## config.mk

```make
export PLATFORM = sky130hd
export DESIGN_NAME = w2s_queue
export DESIGN_NICKNAME = d
export VERILOG_FILES = /design/src/design/w2s_pkg.sv /design/src/design/w2s_queue.sv
export SDC_FILE = /design/constraint.sdc
export NUM_CORES = 1
export LEC_CHECK = 0
export BUFFER_PORTS_ARGS = -buffer_cell sky130_fd_sc_hd__buf_4
export CORE_MARGIN = 5
export CORE_UTILIZATION = 56
export DETAILED_ROUTE_END_ITERATION = 12
export PLACE_DENSITY = 0.81
export SYNTH_ARGS = -nofsm -noshare
export SYNTH_HDL_FRONTEND = slang
export SYNTH_SLANG_ARGS = --single-unit
export TNS_END_PERCENT = 1
```

## constraint.sdc

```tcl
create_clock -name i_clk -period 11.5 [get_ports i_clk]
set_input_delay 2.3 -clock i_clk [delete_from_list [all_inputs] [get_ports i_clk]]
set_output_delay 2.3 -clock i_clk [all_outputs]
set_load 0.02 [all_outputs]
```

## src/design/w2s_pkg.sv

```systemverilog
// Package for the world-to-screen projection block: field widths, register
// indexes and shared types. No dependencies.
`timescale 1ns / 1ps
`default_nettype none
package w2s_pkg;
    localparam int COORD_FRAC_BITS = 16;
    localparam int COEF_FRAC_BITS  = 12;
    localparam int CFG_IDX_W  = 3;
    localparam int CFG_DATA_W = 64;
    localparam int DIM_W      = 14;
    localparam int CLIP_W     = 51;   // 32b x 16b products, 4 terms
    localparam int DEN_W      = CLIP_W + 1;
    localparam int NUM_W      = CLIP_W + 1 + DIM_W + COORD_FRAC_BITS;  // 82
    localparam int QUO_W      = 34;   // enough to detect saturation
    localparam int QUEUE_DEPTH = 2;

    localparam logic [CFG_IDX_W-1:0] REG_ROW0   = 3'd0;
    localparam logic [CFG_IDX_W-1:0] REG_ROW1   = 3'd1;
    localparam logic [CFG_IDX_W-1:0] REG_ROW2   = 3'd2;
    localparam logic [CFG_IDX_W-1:0] REG_ROW3   = 3'd3;
    localparam logic [CFG_IDX_W-1:0] REG_WIDTH  = 3'd4;
    localparam logic [CFG_IDX_W-1:0] REG_HEIGHT = 3'd5;

    // Classified item passed from front to back
    typedef struct packed {
        logic                     behind;
        logic                     on_screen;
        logic                     neg_x;
        logic                     neg_y;
        logic [NUM_W-1:0]         num_x;
        logic [NUM_W-1:0]         num_y;
        logic [DEN_W-1:0]         den;
    } t_front_item;

    typedef struct packed {
        logic signed [31:0] screen_x;
        logic signed [31:0] screen_y;
        logic               on_screen;
        logic               behind;
    } t_result;
endpackage
`default_nettype wire

```

## src/design/w2s_queue.sv

```systemverilog
// Short FIFO decoupling the front end from the divide back end.
// Depends on w2s_pkg.
`timescale 1ns / 1ps
`default_nettype none
module w2s_queue (
    input  wire logic                 i_clk,
    input  wire logic                 i_rst_n,
    input  wire logic                 i_valid,
    output logic                      o_ready,
    input  wire w2s_pkg::t_front_item i_item,
    output logic                      o_valid,
    input  wire logic                 i_ready,
    output w2s_pkg::t_front_item      o_item
);
    import w2s_pkg::*;

    t_front_item r_mem [QUEUE_DEPTH];
    logic r_wp, r_rp;
    logic [1:0] r_cnt;
    logic push, pop;

    assign o_ready = r_cnt != 2'(QUEUE_DEPTH);
    assign o_valid = r_cnt != 2'd0;
    assign o_item  = r_mem[r_rp];
    assign push = i_valid && o_ready;
    assign pop  = o_valid && i_ready;

    always_ff @(posedge i_clk) begin
        if (!i_rst_n) begin
            r_wp <= 1'b0; r_rp <= 1'b0; r_cnt <= 2'd0;
        end else begin
            if (push) r_wp <= !r_wp;
            if (pop)  r_rp <= !r_rp;
            r_cnt <= r_cnt + 2'(push) - 2'(pop);
        end
    end

    always_ff @(posedge i_clk) begin
        if (push) r_mem[r_wp] <= i_item;
    end
endmodule
`default_nettype wire

```

==> results.tsv <==
stage	metric	value	unit
floorplan	rows	62	
route	wl_met3	3.279	mm
sta	whs	0.5130	ns
yosys	syn-cell-area	0.01620	sq mm
yosys	syn_area_per_cell	22.69	sq um
floorplan	die_w	180.1	microns
cells_and_area	fillCellCount	1653	
sta	worstMarginPinSlew	1.124	ns
sta	tns	0	ns
cells_and_area	post-route-util	74.12	%
place	hpwlAfterDp	24.05	mm
worst_setup_path	worstSetupPathType	register to output pin	
clock_tree	clkLatencyLatePin	0.52	ns
clock_tree	path_clk_slew	0.06	ns
route	met1_length	12.48	mm
floorplan	die-area	0.03243	sq mm
worst_setup_path	worstPathRequired	9.20	ns
flow_run	maxCapViolCount	0	
route	post-route-drc-count	0	
route	vias_per_cell	5.207	
floorplan	die_y	180.1	microns
sta	period_share	47.87	%
yosys	synth_cells	714	
sta	final_max_slew_viol_count	0	
yosys	synth_cell_types	25	
clock_tree	cts_hold_buffers	0	
floorplan	start_util	56.60	%
clock_tree	root_buffer	clkbuf_16	
sta	finalCriticalPeriod	5.505	ns
cells_and_area	layout_commonest_cell	buf_4	
floorplan	coreArea	0.02863	sq mm
floorplan	pin_count	446	
clock_tree	cts_inserted_buffers	43	
grt	grt_max_degree	143	
place	port_buffers	445	
grt	grt-ovfl-total	0	
clock_tree	post-cts-setup-buffers	0	
grt	grt_usage	20.76	%
cells_and_area	syn_to_final_growth	30.97	%
route	dr.pass1.iters	4	
worst_setup_path	crit_fanout	83	
power_and_ir_drop	ir_drop	0.0001551	V
route	top_layer	met4	
clock_tree	cts.path.max_buffers	3	
worst_setup_path	crit_top_cell	buf_4	
sta	setup_viol	0	
yosys	ys_ff_latch	445	
yosys	yosys_warnings	0	
yosys	synth_area_leaders	edfxtp_1 (82%), mux2_2 (15%), buf_6 (1.4%)	
sta	rsz0062_at_grt	no	
route	ant_nets	0	
route	routed_wl	35.20	mm
power_and_ir_drop	powerDensity	211.5	mW/mm^2
route	drtIter0Drc	553	
cells_and_area	fin_nets	1410	
route	dr_wl_met2	18.29	mm
yosys	ys_seq_area_share	82.17	%
clock_tree	post_cts_resized	0	
worst_setup_path	arrival	3.21	ns
cells_and_area	drive_above_1_share	59.93	%
clock_tree	cts_max_level	2	
yosys	syn_nets	939	
clock_tree	tritoncts	built	
grt	grt_pass1_wl	51.93	mm
route	wl_per_cell	21.96	microns
grt	antenna_found_initial	1	
power_and_ir_drop	p_leak	7.875	nW
sta	fin_skew	0.01523	ns
grt	grt_pass1_vias	9025	
outcome	status	finished, final reports clean	
sta	slew-limit-headroom	25.05	%
worst_setup_path	crit_chain	buf_4, mux2_2, buf_4	
worst_setup_path	start_kind	register	
worst_setup_path	crit_slowest_cell	dfxtp_4	
worst_setup_path	max_stage_delay	1.01	ns
min_path	hp-class	register to register	
yosys	yosysTopAreaCellShare	81.56	%
route	vias	8347	
sta	max_freq	181.6	MHz
sta	hold_violations	0	
yosys	yosysTopAreaCell	edfxtp_1	
clock_tree	cts_sinks	445	
worst_setup_path	crit_path_end_kind	output pin	
cells_and_area	layout_common_cells	buf_4 (450), edfxtp_1 (440), mux2_2 (220)	
place	gp_congestion	0.7937	
## per-stage QoR
step	instance area (sq um)	setup slack (ns)	total power, W	instances
after floorplan	16200	3.520	0.002745	714
after global placement	19830	6.491	0.003133	1524
after detailed placement	19830	6.536	0.003153	1524
after CTS	21220	5.966	0.004526	1602
after global routing	21220	5.840	0.004662	1603
final	21220	5.995	0.004487	1603
## routing by layer
metal | up-vias | global-route usage [%]
li1 | 3800 | -
met1 | 4110 | 23.69
met2 | 372 | 36.67
met3 | 65 | 7.449
met4 | 0 | 6.866
met5 | - | 0
## cell type report
class | count | area, sq um | area share [%]
sequential | 445 | 13320 | 62.76
inverter | 2 | 15.01 | 0.07076
antenna | 1 | 2.502 | 0.01179
timing repair buffer | 450 | 3378 | 15.92
multi-input combinational | 243 | 2635 | 12.42
clock inverter | 27 | 241.5 | 1.138
tap | 384 | 480.5 | 2.264
clock buffer | 51 | 1149 | 5.413
## final timing paths
| kind | from | to | slack (ns) | depth (start not counted) |
|---|---|---|---|---|
| hold reg to reg | r_rp$_SDFFE_PN0P_ | register | 0.51 | 2 |
| hold / removal | r_rp$_SDFFE_PN0P_ | register | 0.51 | 2 |
| setup reg to reg | r_cnt[0]$_SDFF_PN0_ | r_mem[0][52]$_DFFE_PP_ | 8.40 | 4 |
| setup / recovery | register | o_item[101] | 5.99 | 3 |
## cell families (layout without fill, tap and decap cells)
family	after synthesis	after routing	synth area share (%)
other	0	1	0
flip-flops	445	445	82.17
buffers and inverters	26	530	1.591
XOR/XNOR	1	1	0.05407
adder cells (fa/ha/maj)	1	1	0.07722
AND/OR/NAND/NOR	15	15	0.5407
AO/OA/AOI/OAI	6	6	0.2703
multiplexers	220	220	15.29
## worst max-delay path, delay by kind of cell, from the launching register on
family                 cells  cell delay [ns]
flip-flops                 1             1.01
buffers and inverters      2             1.14
multiplexers               1             0.45
## sequential cells by signal, summed over array words and instances, names as in the netlist, named ones only
name	flops
r_cnt	2
r_mem	440
r_rp	1
r_wp	1
## synth_stat cells
master / number
a21bo_2: 1
a21oi_1: 1
and2_1: 1
and2b_1: 1
and3_1: 2
buf_2: 2
buf_4: 2
buf_6: 20
dfxtp_1: 5
edfxtp_1: 440
ha_1: 1
inv_1: 2
mux2_2: 220
nand2b_1: 1
nand3_1: 1
nand3b_1: 1
nor2_1: 4
nor3_1: 1
nor4_1: 1
nor4bb_1: 1
o21ai_0: 2
o21ba_2: 1
o31a_1: 1
or2_2: 1
xor2_1: 1
## report_power, final
part | internal (W) | total, W | switching, W | leakage, nW
logic | 0.000493 | 0.00108 | 0.000582 | 3.04
registers | 0.00197 | 0.00204 | 0.0000645 | 4.16
clock network | 0.000821 | 0.00137 | 0.000553 | 0.676
(Power assumes the default switching activity.)
